File: src/sv/hedc_pkg.sv
package hedc_pkg;

    localparam int CODE_BITS = 63;
    localparam int DATA_BITS = 57;
    localparam int SYN_BITS  = 6;
    localparam int PC_BITS   = 3;

    typedef enum logic [1:0] {
        FUNC_ENCODE = 2'd0,
        FUNC_DECODE = 2'd1,
        FUNC_CHECK  = 2'd2
    } t_func;

    localparam logic [SYN_BITS-1:0] CODE_LENGTH_RESET = 6'd7;

    typedef struct packed {
        logic [1:0]           func;
        logic [DATA_BITS-1:0] data_word;
        logic [CODE_BITS-1:0] code_word;
    } t_ham_in;

    typedef struct packed {
        logic [CODE_BITS-1:0] code_out;
        logic [DATA_BITS-1:0] data_out;
        logic [SYN_BITS-1:0]  syndrome;
        logic                 corrected;
        logic                 word_valid;
        logic [PC_BITS-1:0]   parity_count;
    } t_ham_out;

    function automatic logic is_pow2(input int q);
        return (q & (q - 1)) == 0;
    endfunction

    // XOR of the positions of the set bits (bit i is position i+1)
    function automatic logic [SYN_BITS-1:0] syn_of(input logic [CODE_BITS-1:0] w);
        logic [SYN_BITS-1:0] s;
        s = '0;
        for (int q = 1; q <= CODE_BITS; q++) begin
            if (w[q-1]) begin
                s = s ^ SYN_BITS'(q);
            end
        end
        return s;
    endfunction

endpackage

File: src/sv/hamming_encode_decode_check.sv
// Hamming single-error-correcting codec, code length set by one register.
// Input channel: i_valid / o_ready carry a t_ham_in (func, data_word,
// code_word). Output channel: o_valid / i_ready carry a t_ham_out.
// func encode builds a code word, decode corrects a single bit error and
// extracts the data bits, check reports the syndrome and word_valid.
// Configuration: i_cfg_we writes i_cfg_wdata into code_length at once;
// write it only while no word is in flight.
// Path: the input register, then XOR trees into the result register, which
// raises o_valid once it loads the word. Throughput: one word per cycle
// while i_ready stays high.
// When the receiver holds i_ready low the result register holds its word,
// the input register fills behind it, and o_ready drops once both are full.
// Reset (i_rst_n low, synchronous): both stages empty, code_length
// returns to 7.
module hamming_encode_decode_check
    import hedc_pkg::*;
(
    input  logic                i_clk,
    input  logic                i_rst_n,
    input  logic                i_valid,
    output logic                o_ready,
    input  t_ham_in             i_data,
    output logic                o_valid,
    input  logic                i_ready,
    output t_ham_out            o_data,
    input  logic                i_cfg_we,
    input  logic [SYN_BITS-1:0] i_cfg_wdata
);

    logic [SYN_BITS-1:0]  r_code_length;
    logic                 r_s1_valid;
    t_ham_in              r_s1_data;
    logic                 r_out_valid;
    t_ham_out             r_out;
    t_ham_out             n_out;

    logic                 out_load;
    logic                 s1_load;

    logic [CODE_BITS-1:0] mask;
    logic [CODE_BITS-1:0] enc_data;
    logic [SYN_BITS-1:0]  enc_syn;
    logic [CODE_BITS-1:0] enc_word;
    logic [CODE_BITS-1:0] dec_in;
    logic [SYN_BITS-1:0]  dec_syn;
    logic                 dec_flip;
    logic [CODE_BITS-1:0] dec_word;
    logic [DATA_BITS-1:0] dec_data;
    logic [PC_BITS-1:0]   pc;

    assign out_load = r_s1_valid && (!r_out_valid || i_ready);
    assign s1_load  = i_valid && o_ready;
    assign o_ready  = !r_s1_valid || out_load;
    assign o_valid  = r_out_valid;
    assign o_data   = r_out;

    // position masks and parity counts follow code_length; data placement is fixed wiring
    always_comb begin
        int k;
        mask     = '0;
        enc_data = '0;
        dec_data = '0;
        pc       = '0;
        for (int q = 1; q <= CODE_BITS; q++) begin
            mask[q-1] = (q <= int'(r_code_length));
        end
        for (int j = 0; j < SYN_BITS; j++) begin
            if ((1 << j) <= int'(r_code_length)) begin
                pc = pc + PC_BITS'(1);
            end
        end

        // encode: data bits into non-power-of-two positions, then parity
        k = 0;
        for (int q = 1; q <= CODE_BITS; q++) begin
            if (!is_pow2(q)) begin
                enc_data[q-1] = r_s1_data.data_word[k] & mask[q-1];
                k = k + 1;
            end
        end
        enc_syn  = syn_of(enc_data);
        enc_word = enc_data;
        for (int j = 0; j < SYN_BITS; j++) begin
            if (enc_syn[j]) begin
                enc_word[(1 << j) - 1] = 1'b1;
            end
        end
        enc_word = enc_word & mask;

        // decode: syndrome over the in-length bits, flip, extract
        dec_in   = r_s1_data.code_word & mask;
        dec_syn  = syn_of(dec_in);
        dec_flip = (dec_syn != '0) && (dec_syn <= r_code_length);
        dec_word = dec_in;
        if (dec_flip) begin
            dec_word = dec_in ^ (CODE_BITS'(1) << (dec_syn - SYN_BITS'(1)));
        end
        k = 0;
        for (int q = 1; q <= CODE_BITS; q++) begin
            if (!is_pow2(q)) begin
                dec_data[k] = dec_word[q-1];
                k = k + 1;
            end
        end
    end

    always_comb begin
        n_out              = '0;
        n_out.parity_count = pc;
        unique case (r_s1_data.func)
            FUNC_ENCODE: begin
                n_out.code_out = enc_word;
            end
            FUNC_DECODE: begin
                n_out.data_out   = dec_data;
                n_out.syndrome   = dec_syn;
                n_out.corrected  = dec_flip;
                n_out.word_valid = (dec_syn == '0);
            end
            FUNC_CHECK: begin
                n_out.syndrome   = dec_syn;
                n_out.word_valid = (dec_syn == '0);
            end
            default: begin
                n_out.code_out = '0;
            end
        endcase
    end

    always_ff @(posedge i_clk) begin
        if (!i_rst_n) begin
            r_code_length <= CODE_LENGTH_RESET;
            r_s1_valid    <= 1'b0;
            r_out_valid   <= 1'b0;
        end else begin
            if (i_cfg_we) begin
                r_code_length <= i_cfg_wdata;
            end
            if (o_ready) begin
                r_s1_valid <= i_valid;
            end
            if (out_load) begin
                r_out_valid <= 1'b1;
            end else if (i_ready) begin
                r_out_valid <= 1'b0;
            end
        end
    end

    always_ff @(posedge i_clk) begin
        if (s1_load) begin
            r_s1_data <= i_data;
        end
        if (out_load) begin
            r_out <= n_out;
        end
    end

    // a result appears only when the input stage held a word
    a_out_from_s1: assert property (@(posedge i_clk) disable iff (!i_rst_n)
        $rose(r_out_valid) |-> $past(r_s1_valid))
        else $error("result register filled without an input word");

    // hold a word in the input stage until it moves on
    a_s1_hold: assert property (@(posedge i_clk) disable iff (!i_rst_n)
        r_s1_valid && !out_load |=> r_s1_valid && $stable(r_s1_data))
        else $error("input stage lost or changed a waiting word");

    // a correction means a nonzero syndrome
    a_corr_syn: assert property (@(posedge i_clk) disable iff (!i_rst_n)
        o_valid && o_data.corrected |-> !o_data.word_valid && o_data.syndrome != '0)
        else $error("corrected set with a zero syndrome");

    // encode and decode results never mix
    a_enc_dec_excl: assert property (@(posedge i_clk) disable iff (!i_rst_n)
        o_valid && o_data.code_out != '0 |-> o_data.data_out == '0 && o_data.syndrome == '0)
        else $error("encode result carries decode fields");

endmodule

File: config.mk
export PLATFORM = sky130hd
export DESIGN_NAME = hamming_encode_decode_check
export DESIGN_NICKNAME = d
export VERILOG_FILES = /design/src/sv/hedc_pkg.sv /design/src/sv/hamming_encode_decode_check.sv
export SDC_FILE = /design/constraint.sdc
export NUM_CORES = 1
export LEC_CHECK = 0
export ABC_AREA = 1
export ABC_CLOCK_PERIOD_IN_PS = 10650
export BUFFER_PORTS_ARGS = -buffer_cell sky130_fd_sc_hd__buf_4
export CORE_AREA = 2 2 189 191
export CTS_CLUSTER_DIAMETER = 50
export DETAILED_ROUTE_END_ITERATION = 8
export DIE_AREA = 0 0 191 193
export GPL_TIMING_DRIVEN = 0
export PLACE_DENSITY = 0.65
export SETUP_SLACK_MARGIN = 0.4
export SLEW_MARGIN = 20
export SYNTH_ARGS = -nofsm -noshare
export SYNTH_HDL_FRONTEND = slang
export SYNTH_SLANG_ARGS = --single-unit
export TNS_END_PERCENT = 30
File: constraint.sdc
create_clock -name i_clk -period 10.65 [get_ports i_clk]
set_clock_uncertainty 0.1 [all_clocks]
set_input_delay 2.13 -clock i_clk [delete_from_list [all_inputs] [get_ports i_clk]]
set_output_delay 2.13 -clock i_clk [all_outputs]
set_load 0.02 [all_outputs]
# --- Word level (Yosys, flattened, before mapping) ---
# Index checks and enable logic that the tools add are counted.
word_totals:
  out_inout_bits: 133
  input_bits: 133
  ff_bits: 261
classes:
  n_lt_le_gt_ge: 64
  mux: 135
  bitwise: 178
  n_eq_ne: 2
  n_reduce_logical: 12
  shifts: 1
  n_addsub: 6
op_table:
  columns: ["operator", "n"]
  rows:
  - ["6-bit two-way mux", 63]
  - ["6-bit <= comparator, first input constant", 32]
  - ["5-bit two-way mux", 31]
  - ["63-bit AND", 2]
  - ["3-bit NOT", 40]
  - ["4-bit NOT", 30]
  - ["5-bit by 6-bit <= comparator with 1-bit output, first input constant", 16]
  - ["63-bit two-way mux", 1]
  - ["1-bit by 6-bit left shift with 63-bit output, first input constant", 1]
  - ["63-bit XOR", 1]
  - ["4-bit two-way mux", 15]
  - ["5-bit NOT", 12]
  - ["1-bit AND", 57]
  - ["2-bit NOT", 25]
  - ["4-bit by 6-bit <= comparator with 1-bit output, first input constant", 8]
  - ["3-bit two-way mux", 12]
  - ["3-bit by 6-bit <= comparator with 1-bit output, first input constant", 4]
  - ["3-bit by 1-bit adder with 3-bit output, second input constant", 5]
  - ["2-bit by 6-bit <= comparator with 1-bit output, first input constant", 2]
  - ["6-bit NOT", 2]
  - ["1-bit two-way mux", 10]
  - ["1-bit NOT with 2-bit output", 4]
  - ["1-bit by 6-bit <= comparator with 1-bit output, first input constant", 1]
  - ["6-bit <= comparator", 1]
  - ["other kinds (13)", 23]

# --- Logic depth before layout (Yosys ltp) ---
logic_depth:
  ltp_word: 126
  depth_mapped: 32
  ltp_nobuf: 29

# --- Worst setup path after synthesis ---
# Ideal clock, no wire load.
synth_timing:
  path_kind: "input to register"
  startpoint: "input port i_ready"
  endpoint: "register r_out, in the netlist o_data[0], enable pin"
  path_stages: 2
  t_required_ns: 9.885
  arrival_time_ns: 8.472
  path_slack_ns: 1.413
  path_cell_list: "inv_1 > a21oi_1"
synth_between:
  elab_chain_cells: 2
synth_rtl:
  columns: ["item", "line", "text"]
  rows:
  - ["start, declared", "hamming_encode_decode_check.sv:24", "input logic i_ready,"]
  - ["1-bit logical OR", "hamming_encode_decode_check.sv:51", "assign out_load = r_s1_valid && (!r_out_valid || i_ready);"]
  - ["1-bit logical AND", "hamming_encode_decode_check.sv:51", null]
  - ["via out_load", "hamming_encode_decode_check.sv:37", "logic out_load;"]
  - ["end signal, assigned", "hamming_encode_decode_check.sv:155", "r_out <= n_out;"]
  - ["end, declared", "hamming_encode_decode_check.sv:34", "t_ham_out r_out;"]
# The timed path passes the listed nets, and every way through them passes these cells.
# A chain may end at the register's enable or synchronous reset.

# --- Worst setup path after layout ---
layout_timing:
  startpoint: "register r_code_length[0]"
  endpoint: "register r_out, in the netlist o_data[25], data pin"
layout_between:
  elab_chain_cells: 100
  elab_cells_between_ends: 191
layout_rtl:
  columns: ["item", "line", "text"]
  rows:
  - ["start, declared", "hamming_encode_decode_check.sv:30", "logic [SYN_BITS-1:0] r_code_length;"]
  - ["start signal, assigned", "hamming_encode_decode_check.sv:137", "r_code_length <= i_cfg_wdata;"]
  - ["1-bit by 6-bit <= comparator with 1-bit output", "hamming_encode_decode_check.sv:65", "mask[q-1] = (q <= int'(r_code_length));"]
  - ["63-bit AND", "hamming_encode_decode_check.sv:91", "dec_in = r_s1_data.code_word & mask;"]
  - ["1-bit two-way mux", "hedc_pkg.sv:40", "if (w[q-1]) begin"]
  - ["2-bit two-way mux", "hedc_pkg.sv:40", null]
  - ["2-bit NOT (no source line)", null, null]
  - ["2-bit two-way mux", "hedc_pkg.sv:40", null]
  - ["3-bit two-way mux", "hedc_pkg.sv:40", null]
  - ["2-bit NOT (no source line)", null, null]
  - ["[... 83 more ...]", null, null]
  - ["5-bit NOT (no source line)", null, null]
  - ["6-bit two-way mux (2 in a row)", "hedc_pkg.sv:40", null]
  - ["6-bit NOT (no source line)", null, null]
  - ["6-bit two-way mux", "hedc_pkg.sv:40", null]
  - ["6-bit by 1-bit subtractor with 6-bit output", "hamming_encode_decode_check.sv:96", "dec_word = dec_in ^ (CODE_BITS'(1) << (dec_syn - SYN_BITS'(1)));"]
  - ["1-bit by 6-bit left shift with 63-bit output", "hamming_encode_decode_check.sv:96", null]
  - ["63-bit XOR", "hamming_encode_decode_check.sv:96", null]
  - ["63-bit two-way mux (*)", "hamming_encode_decode_check.sv:95", "if (dec_flip) begin"]
# Every way passes the cells marked *; elsewhere a longest branch is shown, timed or not.

==> results by group <==
Logic synthesis
  – Main combinational cell family by area after synthesis: simple AND/OR/NAND/NOR gates
  – Post-Synth Adder-Cell Area: 0.8926%
  – Mapped Area: 15420 um2
  – XOR/XNOR share of the synthesized area: 14.39%
  – Synth Area per Inst: 9.151 um2
  – Synthesis-stage register bit count: 261
  – Synth top cells by count: nand2_1, edfxtp_1, nor2_1
  – Dominant synthesized flop cell: edfxtp_1
  – Post-synth ARST share: 0%
  – Synth Net Count: 1829
  – Register area share after synthesis: 50.31%
  – Multiplexer share of the synthesized area: 0%
  – Post-synth EDFFs: 253
  – Synth area leader: edfxtp_1
  – Synth top area share: 49.27%
  – Synth cell types: 47
  – Post-synthesis compound-gate area fraction: 3.335%
  – Synth Area in Simple Gates: 26.08%
  – Mapped Cells: 1685
  – Most common cell in the netlist: nand2_1
  – Ranking of synthesized cells by area: edfxtp_1, nand2_1, xor2_1, nand3_1, xnor2_1
  – Ys Warns: 0

Final layout
  – Multi-input gate area: 6904 um2
  – Final core occ: 55.36%
  – Fill count: 3177
  – Share of cells above drive strength 1: 20.96%
  – Area delta synth->final: 25.54%
  – # nets final: 2137
  – Register Area: 7757 um2

STA
  – Final setup vio count: 0
  – Final Hold Fails: 0
  – Final period util: 50.74%
  – RSZ-0062 raised after global routing: false
  – Post-route setup TNS: 0 ns
  – Actual slew at the worst max-slew pin: 0.9743 ns
  – Fmax: 185.0 MHz
  – Final Max Slew Viols: 0
  – Slew HR: 34.45%
  – Post-route minimum period: 5.404 ns

Critical path
  – Crit-path max FO: 10
  – Critical Path RT: 10.82 ns
  – Worst path arrival time: 5.58 ns
  – Setup CP Type: reg -> reg
  – Stages on worst setup path: 25
  – Buf+Inv Stages, Crit Path: 4
  – Slowest stage cell, crit path: dfxtp_1
  – Worst Setup End Kind: register
  – Cell mode on critical path: nand2_1
  – FF-to-FF setup slack: 5.25 ns
  – R2R cell count: 25
  – Crit path max-delay family: simple AND/OR/NAND/NOR gates
  – Startpoint Class: register
  – Slowest cell delay on critical path: 0.62 ns

Global route
  – Largest net degree at the start of global routing: 77
  – Total gr overflow: 0
  – Vias in the first global route: 12230
  – Initial antenna violation count: 1
  – GRT Util Overall: 28.36%
  – First-pass GRT wire length: 75640 um

Route
  – Drt wl/cell: 21.36 um
  – DRC: 0
  – Vias per inst: 5.300
  – Drt pass-1 iters: 7
  – DR iter-0 viols: 1459
  – Post-Route WL: 52980 um
  – DR vias: 13140
  – Antenna-violating nets left: 0

CTS
  – Cts repair resizes: 0
  – Clock buffer count from CTS: 34
  – TritonCTS clock tree: done
  – Clock sink total: 261
  – Root Buffer: clkbuf_16
  – CTS clk-pin slew, worst paths: 0.06 ns
  – Post-CTS Setup Inserts: 0
  – Post-cts hold buffer count: 0
  – Maximum clock path buffer count: 3
  – Clk_lat worst skew: 0.54 ns
  – H-tree levels: 2

Floorplanning
  – Die area: 36860 um2
  – Initial Utilization: 44.10%
  – Ports: 266
  – Die Y: 193 um
  – Core area: 34960 um2
  – Die W: 191 um
  – Row cnt: 69

Power
  – P per Cell Area: 180.3 nW/um2
  – Total power: 3490 uW
  – Leak: 0.008322 uW
  – VDD IR max: 168.0 uV

Worst hold path
  – Hold Path Depth: 2
  – Hold WC Path Type: reg -> reg

Job
  – Max cap viols: 0

Placed design
  – Gpl congestion: 0.9661
  – HPWL after DPL: 42160 um
  – Port Buffers: 265

Outcome
  – Run status: completed
==> cell usage in the layout (no fill, tap or decap), types with 21 or more instances in the layout <==
cell type,count
nand2_1,399
buf_4,272
edfxtp_1,253
nor2_1,194
nand3_1,179
xor2_1,154
inv_1,122
xnor2_1,95
clkbuf_16,34
a21oi_1,27
o21ai_0,26
nand4_1,21
==> final timing paths <==
kind | startpoint | endpoint
max | r_code_length[0]$_SDFFE_PN1P_ | o_data[25]$_SDFFCE_PP0P_
min reg2reg | r_s1_valid$_SDFFE_PN0N_ | o_valid$_SDFFE_PN0P_
min | r_s1_valid$_SDFFE_PN0N_ | o_valid$_SDFFE_PN0P_
max reg2reg | r_code_length[0]$_SDFFE_PN1P_ | o_data[25]$_SDFFCE_PP0P_
==> registers in the layout, indices dropped and copies added (netlist names) <==
signal and cells:
o_data 131, o_valid 1, r_code_length 6, r_s1_data 122, r_s1_valid 1
==> metrics by stage <==
step	area [um2]	hold slack [ns]	worst slack, ns	std cells
2_1_floorplan	15420	0.3513	1.413	1685
3_3_place_gp	17990	0.3554	-1.436	2411
3_5_place_dp	18200	0.4302	5.504	2418
4_1_cts	19350	0.4565	5.457	2479
5_1_grt	19360	0.4921	5.088	2480
6_report	19360	0.4501	5.246	2480
==> metal layers <==
layer	vias to the layer above	global-route usage (%)	wire (um)
met5	-	0	0
met4	0	9.720	1678
met3	103	6.190	5204
met2	686	42.93	23050
met1	6128	40.30	23050
li1	6226	-	-
==> logic make-up after synthesis <==
family,count (synthesis)
and+or+nand+nor,892
DFF,261
xor gates and xnor gates,251
buffers and inverters,179
AOI/OAI and AO/OA,91
adders and majority gates,11
==> cell type report <==
cell class              instances  share of cell area [%]
well taps                     461                   2.980
repair buffers                272                   11.27
multi-input cells            1245                   35.67
plain buffers                  39                   1.235
clock buffers                  39                   4.492
diodes                          1                 0.01293
clock inverters                22                   1.500
flip-flops and latches        261                   40.08
inverters                     140                   2.766
==> where the power goes <==
part	leakage [uW]	switching (uW)	total (uW)	internal (uW)
Sequential	0.00260	25.1	1220	1190
Clock	0.000561	463	1160	702
Combinational	0.00516	756	1110	354
==> worst reg2reg max path, stage by stage, from the launching register on <==
cell and delay (ns):
dfxtp_1 0.62, nand2_1 0.24, buf_2 0.29, nand3_1 0.13, nand3_1 0.30, inv_1 0.22, xor2_1 0.43, or2_1 0.19
nand2_1 0.05, nand2_1 0.05, nand2_1 0.10, nand3b_1 0.20, nand2_1 0.08, nand2_1 0.06, nand2_2 0.18, buf_2 0.30
ha_1 0.30, nand3_1 0.10, nand2_1 0.06, a21oi_1 0.15, nand3_1 0.11, nand2_2 0.13, buf_2 0.26, nand4_1 0.24
o21bai_1 0.21, nor2_1 0.06
(Power assumes the default switching activity.)
